==> config.mk <==
export PLATFORM = sky130hd
export DESIGN_NAME = multichannel_frame_deframer_core_flat
export DESIGN_NICKNAME = d
export VERILOG_FILES = /design/src/hdl/mfd_pkg.sv /design/src/hdl/mfd_in_if.sv /design/src/hdl/mfd_out_if.sv /design/src/hdl/multichannel_frame_deframer_core.sv /design/src/flat_wrapper.sv
export SDC_FILE = /design/constraint.sdc
export NUM_CORES = 1
export LEC_CHECK = 0
export BUFFER_PORTS_ARGS = -buffer_cell sky130_fd_sc_hd__buf_2
export CORE_MARGIN = 10
export CORE_UTILIZATION = 25
export CTS_CLUSTER_DIAMETER = 200
export CTS_CLUSTER_SIZE = 10
export DETAILED_ROUTE_END_ITERATION = 7
export GPL_ROUTABILITY_DRIVEN = 0
export PLACE_DENSITY = 0.47
export SLEW_MARGIN = 20
export SYNTH_ARGS = -nofsm -noshare
export SYNTH_HDL_FRONTEND = slang
export SYNTH_SLANG_ARGS = --single-unit
==> constraint.sdc <==
create_clock -name clk_i -period 4.15 [get_ports clk_i]
set_input_delay 0.2075 -clock clk_i [delete_from_list [all_inputs] [get_ports clk_i]]
set_output_delay 0.2075 -clock clk_i [all_outputs]
set_load 0.01 [all_outputs]
==> src/hdl/mfd_pkg.sv <==
// Shared types and constants for the multichannel frame deframer.
package mfd_pkg;

  // Field widths
  localparam int unsigned ChanW    = 2;
  localparam int unsigned ByteW    = 8;
  localparam int unsigned OffW     = 12;
  localparam int unsigned StatusW  = 3;
  localparam int unsigned LenW     = 12;
  localparam int unsigned CfgIdxW  = 3;
  localparam int unsigned CfgDataW = 12;

  // Register reset values
  localparam logic [ByteW-1:0] HeadReset = 8'd170;
  localparam logic [ByteW-1:0] TailReset = 8'd85;
  localparam logic [ByteW-1:0] MaskReset = 8'd240;
  localparam logic [ByteW-1:0] IdReset   = 8'd0;
  localparam logic [LenW-1:0]  LenReset  = 12'd64;

  // Configuration register indexes
  typedef enum logic [CfgIdxW-1:0] {
    CFG_HEAD_VALUE     = 3'd0,
    CFG_TAIL_VALUE     = 3'd1,
    CFG_ID_MASK        = 3'd2,
    CFG_ID_VALUE       = 3'd3,
    CFG_TYPE_SUPPORTED = 3'd4,
    CFG_PAYLOAD_LEN    = 3'd5
  } cfg_idx_e;

  // Per-channel parse phase
  typedef enum logic [3:0] {
    PH_HEAD  = 4'd0,
    PH_ID    = 4'd1,
    PH_IDX1  = 4'd2,
    PH_IDX2  = 4'd3,
    PH_DATA  = 4'd4,
    PH_TAIL0 = 4'd5,
    PH_TAIL1 = 4'd6,
    PH_TAIL2 = 4'd7,
    PH_TAIL3 = 4'd8
  } phase_e;

  // Per-byte status code
  typedef enum logic [StatusW-1:0] {
    ST_IGNORED  = 3'd0,
    ST_STORED   = 3'd1,
    ST_COMPLETE = 3'd2,
    ST_BAD_ID   = 3'd3,
    ST_BAD_TAIL = 3'd4
  } status_e;

  // One result word
  typedef struct packed {
    logic [ChanW-1:0] out_chan;
    logic [ByteW-1:0] out_byte;
    logic [OffW-1:0]  frame_offset;
    status_e          status;
  } res_t;

endpackage

==> src/hdl/mfd_in_if.sv <==
// Input byte channel: valid/ready with channel number and raw byte.
interface mfd_in_if;
  import mfd_pkg::*;

  logic             valid;
  logic             ready;
  logic [ChanW-1:0] chan;
  logic [ByteW-1:0] in_byte;

  modport source (output valid, output chan, output in_byte, input ready);
  modport sink   (input valid, input chan, input in_byte, output ready);
endinterface

==> src/hdl/mfd_out_if.sv <==
// Result channel: valid/ready with channel, byte, frame offset and status.
interface mfd_out_if;
  import mfd_pkg::*;

  logic               valid;
  logic               ready;
  logic [ChanW-1:0]   out_chan;
  logic [ByteW-1:0]   out_byte;
  logic [OffW-1:0]    frame_offset;
  logic [StatusW-1:0] status;

  modport source (output valid, output out_chan, output out_byte, output frame_offset,
                  output status, input ready);
  modport sink   (input valid, input out_chan, input out_byte, input frame_offset,
                  input status, output ready);
endinterface

==> src/hdl/multichannel_frame_deframer_core.sv <==
// Multichannel frame deframer: per-channel frame parser with registered result.
//
//  Channel  | Dir | Word contents                             | Handshake
//  ---------+-----+-------------------------------------------+-----------
//  in_i     | in  | chan, in_byte                             | valid/ready
//  out_o    | out | out_chan, out_byte, frame_offset, status  | valid/ready
//  cfg_*    | in  | cfg_idx_i, cfg_data_i                     | cfg_we_i only
//
// One byte per cycle while in_i.ready is high: a word is parsed in the
// cycle it is accepted, the channel state updates at that edge and the
// result lands in the output register (or the skid register while the
// output is held), so the next byte of the same channel sees the new state.
// A two-entry output stage (result register plus skid register) keeps
// in_i.ready registered; it drops only when both entries hold results.
// Reset puts every channel into head hunting and restores register defaults.
module multichannel_frame_deframer_core #(
  parameter int unsigned CHANNELS  = 4,
  parameter int unsigned MAX_FRAME = 4096
) (
  input  logic                    clk_i,
  input  logic                    rst_ni,
  input  logic                    cfg_we_i,
  input  logic [mfd_pkg::CfgIdxW-1:0]  cfg_idx_i,
  input  logic [mfd_pkg::CfgDataW-1:0] cfg_data_i,
  mfd_in_if.sink                  in_i,
  mfd_out_if.source               out_o
);
  import mfd_pkg::*;

  // Only channel numbers the chan field can carry need state
  localparam int unsigned NumCh   = (CHANNELS < (1 << ChanW)) ? CHANNELS : (1 << ChanW);
  localparam int unsigned ChIdxW  = (NumCh > 1) ? $clog2(NumCh) : 1;
  localparam int unsigned MaxPay  = MAX_FRAME - 8;
  localparam logic [LenW-1:0] LeftReset =
      (32'(LenReset) > MaxPay) ? LenW'(MaxPay) : LenReset;

  // Configuration registers
  logic [ByteW-1:0] head_value_q, tail_value_q, id_mask_q, id_value_q;
  logic             type_supported_q;
  logic [LenW-1:0]  payload_len_q;

  always_ff @(posedge clk_i or negedge rst_ni) begin
    if (!rst_ni) begin
      head_value_q     <= HeadReset;
      tail_value_q     <= TailReset;
      id_mask_q        <= MaskReset;
      id_value_q       <= IdReset;
      type_supported_q <= 1'b1;
      payload_len_q    <= LenReset;
    end else if (cfg_we_i) begin
      case (cfg_idx_e'(cfg_idx_i))
        CFG_HEAD_VALUE:     head_value_q     <= cfg_data_i[ByteW-1:0];
        CFG_TAIL_VALUE:     tail_value_q     <= cfg_data_i[ByteW-1:0];
        CFG_ID_MASK:        id_mask_q        <= cfg_data_i[ByteW-1:0];
        CFG_ID_VALUE:       id_value_q       <= cfg_data_i[ByteW-1:0];
        CFG_TYPE_SUPPORTED: type_supported_q <= cfg_data_i[0];
        CFG_PAYLOAD_LEN:    payload_len_q    <= cfg_data_i[LenW-1:0];
        default: ;
      endcase
    end
  end

  // Effective payload length: at least one, at most what fits in a frame
  logic [LenW-1:0] eff_len;
  always_comb begin
    if (payload_len_q == '0) begin
      eff_len = LenW'(1);
    end else if (32'(payload_len_q) > MaxPay) begin
      eff_len = LenW'(MaxPay);
    end else begin
      eff_len = payload_len_q;
    end
  end

  // Per-channel parse state
  phase_e          phase_q [NumCh];
  logic [OffW-1:0] offset_q[NumCh];
  logic [LenW-1:0] left_q  [NumCh];

  logic            in_acc;
  logic            in_range;
  logic [ChIdxW-1:0] ch_idx;
  phase_e          ph;
  logic [OffW-1:0] off_cur;
  logic [LenW-1:0] left_cur;
  phase_e          phase_d;
  logic [OffW-1:0] offset_d;
  logic [LenW-1:0] left_d;
  logic            store;
  res_t            res;

  assign in_range = (32'(in_i.chan) < NumCh);
  assign ch_idx   = in_i.chan[ChIdxW-1:0];
  assign ph       = phase_q[ch_idx];
  assign off_cur  = offset_q[ch_idx];
  assign left_cur = left_q[ch_idx];

  // Parse one byte against its channel's state
  always_comb begin
    phase_d  = ph;
    offset_d = off_cur;
    left_d   = left_cur;
    store    = 1'b0;
    res.out_chan     = in_i.chan;
    res.out_byte     = in_i.in_byte;
    res.frame_offset = '0;
    res.status       = ST_IGNORED;
    if (in_range) begin
      case (ph)
        PH_HEAD: begin
          if (in_i.in_byte == head_value_q) begin
            offset_d = '0;
            left_d   = eff_len;
            store    = 1'b1;
            phase_d  = PH_ID;
          end
        end
        PH_ID: begin
          if (type_supported_q && ((in_i.in_byte & id_mask_q) == id_value_q)) begin
            store   = 1'b1;
            phase_d = PH_IDX1;
          end else begin
            res.status = ST_BAD_ID;
            phase_d    = PH_HEAD;
          end
        end
        PH_IDX1: begin
          store   = 1'b1;
          phase_d = PH_IDX2;
        end
        PH_IDX2: begin
          store   = 1'b1;
          phase_d = PH_DATA;
        end
        PH_DATA: begin
          store = 1'b1;
          if (left_cur <= LenW'(1)) begin
            left_d  = eff_len;
            phase_d = PH_TAIL0;
          end else begin
            left_d = left_cur - LenW'(1);
          end
        end
        PH_TAIL0: begin
          store   = 1'b1;
          phase_d = PH_TAIL1;
        end
        PH_TAIL1: begin
          store   = 1'b1;
          phase_d = PH_TAIL2;
        end
        PH_TAIL2: begin
          store   = 1'b1;
          phase_d = PH_TAIL3;
        end
        PH_TAIL3: begin
          phase_d = PH_HEAD;
          if (in_i.in_byte == tail_value_q) begin
            store = 1'b1;
          end else begin
            res.status = ST_BAD_TAIL;
          end
        end
        default: phase_d = PH_HEAD;
      endcase
      if (store) begin
        // head byte restarts the count, so its stored offset is zero
        res.frame_offset = (ph == PH_HEAD) ? '0 : off_cur;
        res.status       = (ph == PH_TAIL3) ? ST_COMPLETE : ST_STORED;
        offset_d         = res.frame_offset + OffW'(1);
      end
    end
  end

  // Channel state update on acceptance
  always_ff @(posedge clk_i or negedge rst_ni) begin
    if (!rst_ni) begin
      for (int i = 0; i < NumCh; i++) begin
        phase_q[i]  <= PH_HEAD;
        offset_q[i] <= '0;
        left_q[i]   <= LeftReset;
      end
    end else if (in_acc && in_range) begin
      for (int i = 0; i < NumCh; i++) begin
        if (ch_idx == ChIdxW'(i)) begin
          phase_q[i]  <= phase_d;
          offset_q[i] <= offset_d;
          left_q[i]   <= left_d;
        end
      end
    end
  end

  // Output register plus skid register
  logic out_valid_q, skid_valid_q;
  res_t out_q, skid_q;
  logic out_pop;

  assign in_i.ready = !skid_valid_q;
  assign in_acc     = in_i.valid && in_i.ready;
  assign out_pop    = out_valid_q && out_o.ready;

  always_ff @(posedge clk_i or negedge rst_ni) begin
    if (!rst_ni) begin
      out_valid_q  <= 1'b0;
      skid_valid_q <= 1'b0;
    end else begin
      if (!out_valid_q || out_pop) begin
        out_valid_q  <= skid_valid_q || in_acc;
        skid_valid_q <= 1'b0;
      end else if (in_acc) begin
        skid_valid_q <= 1'b1;
      end
    end
  end

  always_ff @(posedge clk_i) begin
    if (!out_valid_q || out_pop) begin
      out_q <= skid_valid_q ? skid_q : res;
    end else if (in_acc) begin
      skid_q <= res;
    end
  end

  assign out_o.valid        = out_valid_q;
  assign out_o.out_chan     = out_q.out_chan;
  assign out_o.out_byte     = out_q.out_byte;
  assign out_o.frame_offset = out_q.frame_offset;
  assign out_o.status       = out_q.status;

`ifndef SYNTHESIS
  // skid entry is only used behind a held result
  a_skid_behind_out: assert property (@(posedge clk_i) disable iff (!rst_ni)
    skid_valid_q |-> out_valid_q)
    else $error("skid register full while output register empty");

  // a stalled result is not lost
  a_out_held: assert property (@(posedge clk_i) disable iff (!rst_ni)
    (out_valid_q && !out_o.ready) |=> out_valid_q)
    else $error("result dropped while stalled");

  // dropped or ignored bytes carry no frame offset
  a_offset_zero: assert property (@(posedge clk_i) disable iff (!rst_ni)
    (in_acc && (res.status == ST_IGNORED || res.status == ST_BAD_ID ||
                res.status == ST_BAD_TAIL)) |-> (res.frame_offset == '0))
    else $error("non-zero offset on a byte that was not stored");

  // a hunting channel only leaves hunting on the head value
  a_hunt_head: assert property (@(posedge clk_i) disable iff (!rst_ni)
    (in_acc && in_range && ph == PH_HEAD && in_i.in_byte != head_value_q)
      |-> (res.status == ST_IGNORED && phase_d == PH_HEAD))
    else $error("frame started without head byte");
`endif

endmodule
==> src/flat_wrapper.sv <==
// flat-port wrapper written by rule: the top's interface ports become plain ports
module multichannel_frame_deframer_core_flat import mfd_pkg::*;
#(
  parameter int unsigned CHANNELS  = 4,
  parameter int unsigned MAX_FRAME = 4096
)
  (clk_i, rst_ni, cfg_we_i, cfg_idx_i, cfg_data_i, in_i_valid, in_i_chan, in_i_in_byte, in_i_ready, out_o_valid, out_o_out_chan, out_o_out_byte, out_o_frame_offset, out_o_status, out_o_ready);
  mfd_in_if in_i_i ();
  mfd_out_if out_o_i ();
  input  logic clk_i;
  input  logic rst_ni;
  input  logic cfg_we_i;
  input  logic [mfd_pkg::CfgIdxW-1:0] cfg_idx_i;
  input  logic [mfd_pkg::CfgDataW-1:0] cfg_data_i;
  input wire logic [$bits(in_i_i.valid)-1:0] in_i_valid;
  input wire logic [$bits(in_i_i.chan)-1:0] in_i_chan;
  input wire logic [$bits(in_i_i.in_byte)-1:0] in_i_in_byte;
  output wire logic [$bits(in_i_i.ready)-1:0] in_i_ready;
  output wire logic [$bits(out_o_i.valid)-1:0] out_o_valid;
  output wire logic [$bits(out_o_i.out_chan)-1:0] out_o_out_chan;
  output wire logic [$bits(out_o_i.out_byte)-1:0] out_o_out_byte;
  output wire logic [$bits(out_o_i.frame_offset)-1:0] out_o_frame_offset;
  output wire logic [$bits(out_o_i.status)-1:0] out_o_status;
  input wire logic [$bits(out_o_i.ready)-1:0] out_o_ready;
  assign in_i_i.valid = in_i_valid;
  assign in_i_i.chan = in_i_chan;
  assign in_i_i.in_byte = in_i_in_byte;
  assign in_i_ready = in_i_i.ready;
  assign out_o_valid = out_o_i.valid;
  assign out_o_out_chan = out_o_i.out_chan;
  assign out_o_out_byte = out_o_i.out_byte;
  assign out_o_frame_offset = out_o_i.frame_offset;
  assign out_o_status = out_o_i.status;
  assign out_o_i.ready = out_o_ready;
  multichannel_frame_deframer_core #(.CHANNELS(CHANNELS), .MAX_FRAME(MAX_FRAME)) u_core (.clk_i(clk_i), .rst_ni(rst_ni), .cfg_we_i(cfg_we_i), .cfg_idx_i(cfg_idx_i), .cfg_data_i(cfg_data_i), .in_i(in_i_i), .out_o(out_o_i));
endmodule
* Yosys cells after proc, flatten, opt, wreduce, memory -nomap -nowiden
Index checks and enable logic that the tools add are counted.
** Storage, ports and cells
- Flip-flop bits (word level) :: 209
- Latch bits :: 0
- RAM bits :: 0
- Memory bits (read-only) :: 0
- Input port bits :: 30
- Output and inout port bits :: 27
- Logic and storage cells :: 113
- Memories kept :: 0
** Operators by class
- $add $sub $neg :: 2
- $mul :: 0
- Divide/modulo/power cells :: 0
- Order comparisons :: 3
- Equal/unequal tests :: 19
- Shift-type cells :: 0
- Mux-type cells :: 34
- Bitwise logic cells :: 3
- Reduce and logical (&&, ||, !) cells :: 24
** Operator list (number)
- 12-bit 2-to-1 mux :: 12
- 12-bit binary-select mux with 2-bit select :: 2
- 4-bit case mux with 8 select lines :: 1
- 25-bit 2-to-1 mux :: 1
- 8-bit equality test :: 3
- 12-bit case mux with 2 select lines :: 1
- 2-bit AND reduction :: 11
- 4-bit by 3-bit equality test with 1-bit output, second input constant :: 4
- 4-bit 2-to-1 mux :: 4
- 15-bit 2-to-1 mux :: 1
- 12-bit by 1-bit adder with 12-bit output, second input constant :: 1
- 12-bit greater-than comparator, second input constant :: 1
- 12-bit by 1-bit <= comparator with 1-bit output, second input constant :: 1
- 12-bit zero test :: 1
- 12-bit by 1-bit subtractor with 12-bit output, second input constant :: 1
- 8-bit bitwise AND :: 1
- 4-bit binary-select mux with 2-bit select :: 1
- 4-bit by 2-bit equality test with 1-bit output, second input constant :: 2
- 3-bit by 2-bit equality test with 1-bit output, second input constant :: 2
- 3-bit equality test, second input constant :: 2
- 2-bit 2-to-1 mux :: 3
- 3-bit case mux with 2 select lines :: 1
- 6-bit OR reduction :: 1
- 1-bit 2-to-1 mux :: 5
- 17 further kinds :: 22

* Logic depth before layout (Yosys ltp)
Gate-level depths: netlist of the first run.
- Depth in word-level cells :: 9
- Depth in mapped cells :: 15
- Gate-level depth less buffers :: 11

* Worst setup path after synthesis of the first run
OpenSTA, ideal clock, no wires.
- Path type :: input to register
- Start point :: input in_i_chan[0]
- End point :: register u_core.left_q[44] (netlist bit)
- Data arrival time :: 2.972 ns
- Slack :: 1.041 ns
- Stages on the path :: 15
- Path buffers :: 5
- Path through :: buf_6 buf_8 buf_8 buf_4 mux4_2 inv_1 ha_1 nor2_1 nor4_1 nand3_1 nand2_2 buf_6 nor2_1 a221oi_2 a21oi_1
** Between the ends
- Word-level cells in the longest chain between the ends :: 7
** Ends and longest elaborated chain
- from (decl) :: line flat_wrapper.sv:16 : input wire logic [$bits(in_i_i.chan)-1:0] in_i_chan;
- 2-bit NOT with 3-bit output (implied by the code) :: line multichannel_frame_deframer_core.sv:94, multichannel_frame_deframer_core.sv:96
- 12-bit binary-select mux with 2-bit select :: line multichannel_frame_deframer_core.sv:96 : assign left_cur = left_q[ch_idx];
- 12-bit 2-to-1 mux (implied by the code) (2 in a row) :: line multichannel_frame_deframer_core.sv:96
- 12-bit by 1-bit subtractor with 12-bit output / 12-bit by 1-bit <= comparator with 1-bit output (equally long branches) :: line multichannel_frame_deframer_core.sv:141, multichannel_frame_deframer_core.sv:137
- 12-bit 2-to-1 mux :: line multichannel_frame_deframer_core.sv:137 : if (left_cur <= LenW'(1)) begin
- 12-bit case mux with 2 select lines :: line multichannel_frame_deframer_core.sv:109 : case (ph)
- to (signal, indexed assignment) :: line multichannel_frame_deframer_core.sv:181 : left_q[i] <= LeftReset;
- to (signal, indexed assignment) :: line multichannel_frame_deframer_core.sv:188 : left_q[i] <= left_d;
- to (decl) :: line multichannel_frame_deframer_core.sv:78 : logic [LenW-1:0] left_q [NumCh];
Parallel ways exist; a longest one is shown, timed or not. The select of a mux whose other input is x is not followed.
A chain may end at the register's enable or synchronous reset.

* Final worst setup path of the first run
- Start point :: register u_core.phase_q[1] (netlist bit)
- End point :: register u_core.offset_q[34] (netlist bit)
** Between the ends
- Word-level cells in the longest chain between the ends :: 7
** Ends and longest elaborated chain
- from (decl) :: line multichannel_frame_deframer_core.sv:76 : phase_e phase_q [NumCh];
- from (signal, indexed assignment) :: line multichannel_frame_deframer_core.sv:186 : phase_q[i] <= phase_d;
- 4-bit binary-select mux with 2-bit select * :: line multichannel_frame_deframer_core.sv:94 : assign ph = phase_q[ch_idx];
- 4-bit 2-to-1 mux (implied by the code) * (2 in a row) :: line multichannel_frame_deframer_core.sv:94
- 4-bit zero test, or another cell as far along :: line multichannel_frame_deframer_core.sv:109, multichannel_frame_deframer_core.sv:168
- 12-bit 2-to-1 mux / 6-bit OR reduction (equally long branches)
- 12-bit by 1-bit adder with 12-bit output / 1-bit case mux with 4 select lines (equally long branches) :: line multichannel_frame_deframer_core.sv:170, multichannel_frame_deframer_core.sv:109
- 12-bit 2-to-1 mux * :: line multichannel_frame_deframer_core.sv:166 : if (store) begin
- to (signal, indexed assignment) :: line multichannel_frame_deframer_core.sv:187 : offset_q[i] <= offset_d;
- to (decl) :: line multichannel_frame_deframer_core.sv:77 : logic [OffW-1:0] offset_q[NumCh];
Every way passes the cells marked *; elsewhere a longest branch is shown, timed or not. The select of a mux whose other input is x is not followed.

==> flow_metrics.py, run 1 <==
metrics = {
    "status": {
        "status": "complete, no violations",
    },
    "final_layout": {
        "fin_nets": 976,
        "nFillCells": 4057,
        "area_growth_syn_to_layout_pct": 17.86,
        "drive_above_1_share_pct": 24.35,
        "instances_no_fill": 1483,
    },
    "setup_path": {
        "cp_cell_sequence": "mux4_2 > or4_1 > nand2_1 > inv_1 > ha_1 > nand3_1 > nor4_1 > nand3_1 > a21oi_1 > a211oi_1 > o21ai_0",
        "worstSetupEndpointType": "register",
        "rrSetupSlack_ps": 840,
        "arrival_ps": 3660,
        "max_stage_delay_ps": 750,
        "critPathKind": "register to register",
        "crit_path_frequent_cell": "nand3_1",
        "cp_max_fo": 11,
        "r2r_end": "u_core.offset_q[34]$_DFFE_PN0P_",
        "path_buf_inv": 1,
        "start_kind": "register",
        "critPathRequiredTime_ps": 4500,
        "r2r-start": "u_core.phase_q[1]$_DFFE_PN0P_",
        "r2r_cells": 11,
        "critPathTopFamily": "simple AND/OR/NAND/NOR gates",
        "slowest_stage": "or4_1",
    },
    "clocking": {
        "cts-root-buf": "clkbuf_16",
        "cts_made_buffers": 24,
        "clk_latency_ps": 520,
        "cts_resized": 0,
        "postCtsSetupBuffers": 0,
        "cts_tree": "done",
        "numClockSinks": 209,
        "cts-hold-fix-buffers": 15,
        "clockBufferDepth": 3,
        "cts.clk_slew.worst_paths_ps": 60,
        "htree_levels": 1,
    },
    "timing": {
        "tns_ps": 0,
        "worst_slew_pin_slew_ps": 1026,
        "period_minus_slack_ps": 3313,
        "setup_viol": 0,
        "relSlewSlack_pct": 31.63,
        "fin_crit_sh_pct": 79.82,
        "fmax_mhz": 301.9,
        "final_max_slew_viol_count": 0,
        "skew_ps": 10.22,
        "final_hold_viol_count": 0,
        "rsz0062_at_grt": "false",
        "whs_ps": 20.67,
    },
    "drt": {
        "wl_met1_um": 11350,
        "drt_iter0_drc": 340,
        "drt-pass1-iter-count": 4,
        "avgViaCountPerCell": 4.639,
        "postRouteWirelength_um": 24650,
        "route.met3.wl_um": 914,
        "highest_layer": "met4",
        "wl_met2_um": 11860,
        "vias": 6880,
        "ant_nets": 0,
        "drc": 0,
        "wl_per_cell_um": 16.62,
    },
    "synth": {
        "avgSynthCellArea_um2": 11.48,
        "synth_common_cells": "141 x dfrtp_1, 101 x nand2_1, 85 x nor2_1",
        "ys.flop_type": "dfrtp_1",
        "ys_seq_area_share_pct": 55.33,
        "synth_warnings": 0,
        "syn-num-nets": 899,
        "synth-edff-count": 50,
        "synth.most_common_cell": "dfrtp_1",
        "synth_top_cell_by_area": "dfrtp_1",
        "netlist_area_mm2": 0.009946,
        "ys_ff_latch": 209,
        "synth.distinct_cells": 60,
        "netlist.area_leader.share_pct": 35.48,
        "synthTopCellsByArea": "dfrtp_1 35%, edfxtp_1 15%, mux2_2 7.6%, dfstp_2 4.8%, mux4_2 4.3%",
        "synthCells": 866,
        "async_flop_share_pct": 76.08,
    },
    "power": {
        "leakage_uw": 0.004526,
        "ir_worst_vdd_mv": 0.2611,
        "p_per_area_mw_per_mm2": 482.5,
        "power.total_uw": 5656,
    },
    "floorplanning": {
        "io_pins": 57,
        "core_area_mm2": 0.03955,
        "dieWidth_um": 219.5,
        "fp-row-count": 73,
        "die_area_mm2": 0.04816,
        "initial_utilization_pct": 25.15,
        "die_h_um": 219.5,
    },
    "hold_path": {
        "min_path_type": "input pin to register",
        "min_from": "in_i_in_byte[5]",
        "whs_endpoint": "u_core.skid_q[20]$_DFFE_PP_",
        "hold_depth": 1,
    },
    "placed_design": {
        "dp_hpwl_um": 17330,
        "place_inst": 1427,
        "portBuffers": 56,
    },
    "flow_run": {
        "drv_cap": 0,
    },
    "global_route": {
        "grt_pass1_wl_um": 39610,
        "antenna_found_initial": 1,
        "grt_pass1_vias": 6867,
        "track_usage_pct": 10.25,
        "grt_start_max_net_pins": 72,
        "grt_overflow": 0,
    },
}
## metal layers
metal | global-route usage (%) | vias up
met5 | 0 | -
met3 | 1.563 | 35
met2 | 16.88 | 96
li1 | - | 3318
met4 | 3.149 | 0
met1 | 13.61 | 3431
## state kept, by name (all words and copies together), names as in the netlist, 12 cells and up
signal                     count
u_core.offset_q               48
u_core.left_q                 48
u_core.payload_len_q          12
u_core.out_o.frame_offset     12
u_core.skid_q                 25
u_core.phase_q                16
## logic make-up (layout without fill, tap and decap cells)
logic type      after synthesis  count (layout)  share of synthesized area [%]
xor+xnor                     26              26                          2.290
buf+inv                      58             149                          2.642
other cells                   0               1                              0
compound gates              178             178                          11.03
mux                         102             102                          14.64
simple gates                290             290                          13.69
fa+ha+maj                     3               3                         0.3774
flops                       209             209                          55.33
## power by group
| group | total (µW) | internal, µW | switching (µW) | leakage [µW] |
|---|---|---|---|---|
| logic | 1060 | 475 | 583 | 0.00181 |
| registers | 2700 | 2500 | 192 | 0.00239 |
| clock network | 1900 | 1110 | 796 | 0.000326 |
| total | 5660 | 4080 | 1570 | 0.00453 |
## placed cells by master, fill, tap and decap left out, types with 15 or more instances in the layout
master / instances
buf_4: 26
dfstp_2: 18
dlygate4sd3_1: 15
edfxtp_1: 50
clkbuf_16: 25
nand2_1: 101
nand3_1: 16
buf_2: 55
dfrtp_1: 141
clkbuf_1: 15
mux4_2: 19
mux2_2: 67
o21ai_0: 63
a21oi_1: 42
xor2_1: 16
nor3_1: 18
nor2_1: 83
a31oi_1: 27
## stage by stage
| step | util [%] | setup slack [ps] | area [µm²] |
|---|---|---|---|
| after global routing | 29.64 | 605.1 | 11720 |
| final | 29.64 | 837.3 | 11720 |
| after detailed placement | 27.52 | 577.4 | 10880 |
| after floorplan | - | 1041 | 9946 |
| after CTS | 29.62 | 862.3 | 11720 |
| after global placement | 27.52 | 620.7 | 10880 |
## worst max-delay path by stage
stage,start,end,slack (ps),cells past startpoint
after floorplan,in_i_chan[0],u_core.left_q[44]$_DFFE_PN0P_,1040,15
after global placement,in_i_chan[0],u_core.offset_q[46]$_DFFE_PN0P_,620,11
after detailed placement,in_i_chan[0],u_core.offset_q[34]$_DFFE_PN0P_,580,12
after CTS,u_core.phase_q[1]$_DFFE_PN0P_,u_core.offset_q[34]$_DFFE_PN0P_,860,11
after global routing,u_core.phase_q[1]$_DFFE_PN0P_,u_core.offset_q[46]$_DFFE_PN0P_,610,11
final,u_core.phase_q[1]$_DFFE_PN0P_,u_core.offset_q[34]$_DFFE_PN0P_,840,11
## cell type report
cell class / count / area (µm²) / area share [%]
multi-input combinational: 599 / 4202 / 35.84
sequential: 209 / 5503 / 46.94
timing repair buffer: 97 / 631.9 / 5.390
tap: 525 / 656.9 / 5.604
inverter: 12 / 45.04 / 0.3842
clock buffer: 40 / 681.9 / 5.817
antenna: 1 / 2.502 / 0.02135
Note: power is estimated with default switching activity, not from simulation.
==> inputs of run 2 (changes only) <==
PLACE_DENSITY = 0.49   (was 0.47)
clock period = 2.7 ns   (was 4.15 ns; I/O delays follow)
==> run 2 against run 1 <==
  * The run now ends with setup timing left
  * First-iteration DRC count rose by 14%
  * Via count rose by 4.7%
  * Highest routed layer unchanged
  * Wire length rose by 4.1%
  * Sequential power rose by 54%
  * Register-to-register slack got worse by 930 ps
==> flow_metrics.py, run 2 (synthesis results as in run 1) <==
metrics = {
    "status": {
        "status": "complete, but fails checks",
        "violations": "setup timing",
    },
    "timing": {
        "final_hold_viol_count": 0,
        "skew_ps": 25.03,
        "worst_slew_pin_slew_ps": 761.7,
        "relSlewSlack_pct": 49.22,
        "period_minus_slack_ps": 2788,
        "fmax_mhz": 358.7,
        "rsz0062_at_grt": "true",
        "setup_ws_ps": -87.68,
        "final_max_slew_viol_count": 0,
        "fin_crit_sh_pct": 103.2,
        "setup_viol": 39,
    },
    "floorplanning": {
        "io_pins": 57,
        "dieWidth_um": 219.5,
        "fp-row-count": 73,
        "die_area_mm2": 0.04816,
        "core_area_mm2": 0.03955,
        "die_h_um": 219.5,
        "initial_utilization_pct": 25.15,
    },
    "clocking": {
        "htree_levels": 1,
        "cts_made_buffers": 24,
        "numClockSinks": 209,
        "cts_tree": "done",
        "clk_latency_ps": 530,
        "cts-root-buf": "clkbuf_16",
        "clockBufferDepth": 3,
        "cts.clk_slew.worst_paths_ps": 60,
    },
    "final_layout": {
        "design_area_mm2": 0.01281,
        "fin_nets": 1063,
        "finalCoreUtilization_pct": 32.38,
        "final_common_cell": "dfrtp_1",
        "drive_above_1_share_pct": 34.26,
        "area_growth_syn_to_layout_pct": 28.76,
        "diodes": 0,
        "instances_no_fill": 1570,
        "final_cell_mix": "141 x dfrtp_1, 100 x nand2_1, 92 x buf_4, 82 x nor2_1, 60 x mux2_2",
        "top_regs": "u_core.left_q (48), u_core.offset_q (48), u_core.skid_q (25)",
    },
    "power": {
        "p_int_uw": 6482,
        "p_per_area_mw_per_mm2": 704.6,
        "power_frac_comb_pct": 21.9,
        "switchingPower_uw": 2542,
        "sequentialPowerShare_pct": 46.1,
        "ir_worst_vdd_mv": 0.3615,
        "clkPwrFrac_pct": 32.1,
        "switching_share_pct": 28.17,
        "power.total_uw": 9024,
        "leakage_uw": 0.005051,
    },
    "placed_design": {
        "dp_hpwl_um": 18200,
        "portBuffers": 56,
        "placed_area_mm2": 0.01155,
        "place_inst": 1499,
        "place_ws_ps": -166.9,
    },
    "setup_path": {
        "cp_max_fo": 5,
        "r2r_end": "u_core.offset_q[19]$_DFFE_PN0P_",
        "critPathKind": "register to register",
        "rrSetupSlack_ps": -90,
        "start_kind": "register",
        "r2r_cells": 9,
        "critPathRequiredTime_ps": 3070,
        "arrival_ps": 3160,
        "r2r-start": "u_core.phase_q[0]$_DFFE_PN0P_",
        "worstSetupEndpointType": "register",
        "startpoint": "u_core.phase_q[0]$_DFFE_PN0P_",
    },
    "global_route": {
        "track_usage_pct": 10.62,
        "grt_pass1_vias": 7346,
        "grt_pass1_wl_um": 41440,
        "grt_overflow": 0,
        "antenna_found_initial": 0,
        "grt_start_max_net_pins": 66,
    },
    "hold_path": {
        "min_from": "in_i_chan[1]",
        "min_path_type": "input pin to register",
        "hold_depth": 2,
        "whs_endpoint": "u_core.out_o.out_chan[1]$_DFFE_PN_",
    },
    "drt": {
        "wl_per_cell_um": 16.34,
        "drt-pass1-iter-count": 5,
        "vias": 7206,
        "drc": 0,
        "avgViaCountPerCell": 4.590,
        "ant_nets": 0,
        "postRouteWirelength_um": 25660,
        "drt_iter0_drc": 386,
    },
    "flow_run": {
        "drv_cap": 0,
    },
}
==> run 2: cell count changes in the layout (fill, tap and decap cells not counted), sizes merged <==
| cell | change |
|---|---|
| diode | -1 |
| clkinv | +1 |
| buf | +79 |
| dlygate4sd3 | +8 |
==> run 2: what timing repair did <==
item	4_1_cts	5_1_grt
buffers inserted	0	6
endpoints found under the hold margin	114	0
resized for setup	3	90
hold buffers	23	0
pin swaps	4	10
gates cloned	0	1
endpoints found under the setup margin	43	99
==> run 2: worst max path at each step <==
stage / to / cells past startpoint
final: u_core.offset_q[19]$_DFFE_PN0P_ / 9
after global routing: u_core.offset_q[18]$_DFFE_PN0P_ / 8
after CTS: u_core.out_o.frame_offset[1]$_DFFE_PN_ / 8
after detailed placement: u_core.left_q[23]$_DFFE_PN0P_ / 11
after global placement: u_core.left_q[28]$_DFFE_PN0P_ / 13
after floorplan: u_core.left_q[20]$_DFFE_PN0P_ / 15
==> run 2: worst max-delay path, cell delays in order, from the launching register on <==
cell and delay [ps]:
dfrtp_1 370, mux4_2 520, or4b_4 540, or3_4 360
o31a_1 220, buf_4 180, buf_6 110, nand3_2 60
o211a_4 200, o21ai_1 70
==> run 2: layout make-up <==
| cell class | count | area [µm²] |
|---|---|---|
| clock buffers | 40 | 660.6 |
| clock inverters | 1 | 16.27 |
| fillers | 4016 | 26740 |
| inverters | 12 | 45.04 |
| multi-input cells | 599 | 4509 |
| flip-flops and latches | 209 | 5503 |
| well taps | 525 | 656.9 |
| repair buffers | 184 | 1415 |
==> run 2: power by group through the flow <==
stage | Combinational, µW | Sequential (µW) | Clock (µW)
after floorplan | 1200 | 4130 | 0
after global placement | 1870 | 4200 | 0
after detailed placement | 1900 | 4220 | 0
after CTS | 1930 | 4160 | 3000
after global routing | 2200 | 4230 | 3120
final | 1970 | 4160 | 2890
==> run 2: per-layer routing <==
layer / global-route usage, % / up-vias / wire, µm
met3: 1.577 / 43 / 897
met1: 14.21 / 3561 / 11890
met2: 17.33 / 117 / 12240
met4: 3.402 / 0 / 633
met5: 0 / - / 0
li1: - / 3485 / -
==> run 2: metrics by stage <==
step / TNS (ps) / hold WS (ps)
3_3_place_gp: -4502 / 184.0
5_1_grt: -4426 / 77.16
4_1_cts: -2059 / 35.12
6_report: -1779 / 68.23
3_5_place_dp: -6580 / 184.1
2_1_floorplan: -1166 / -160.6
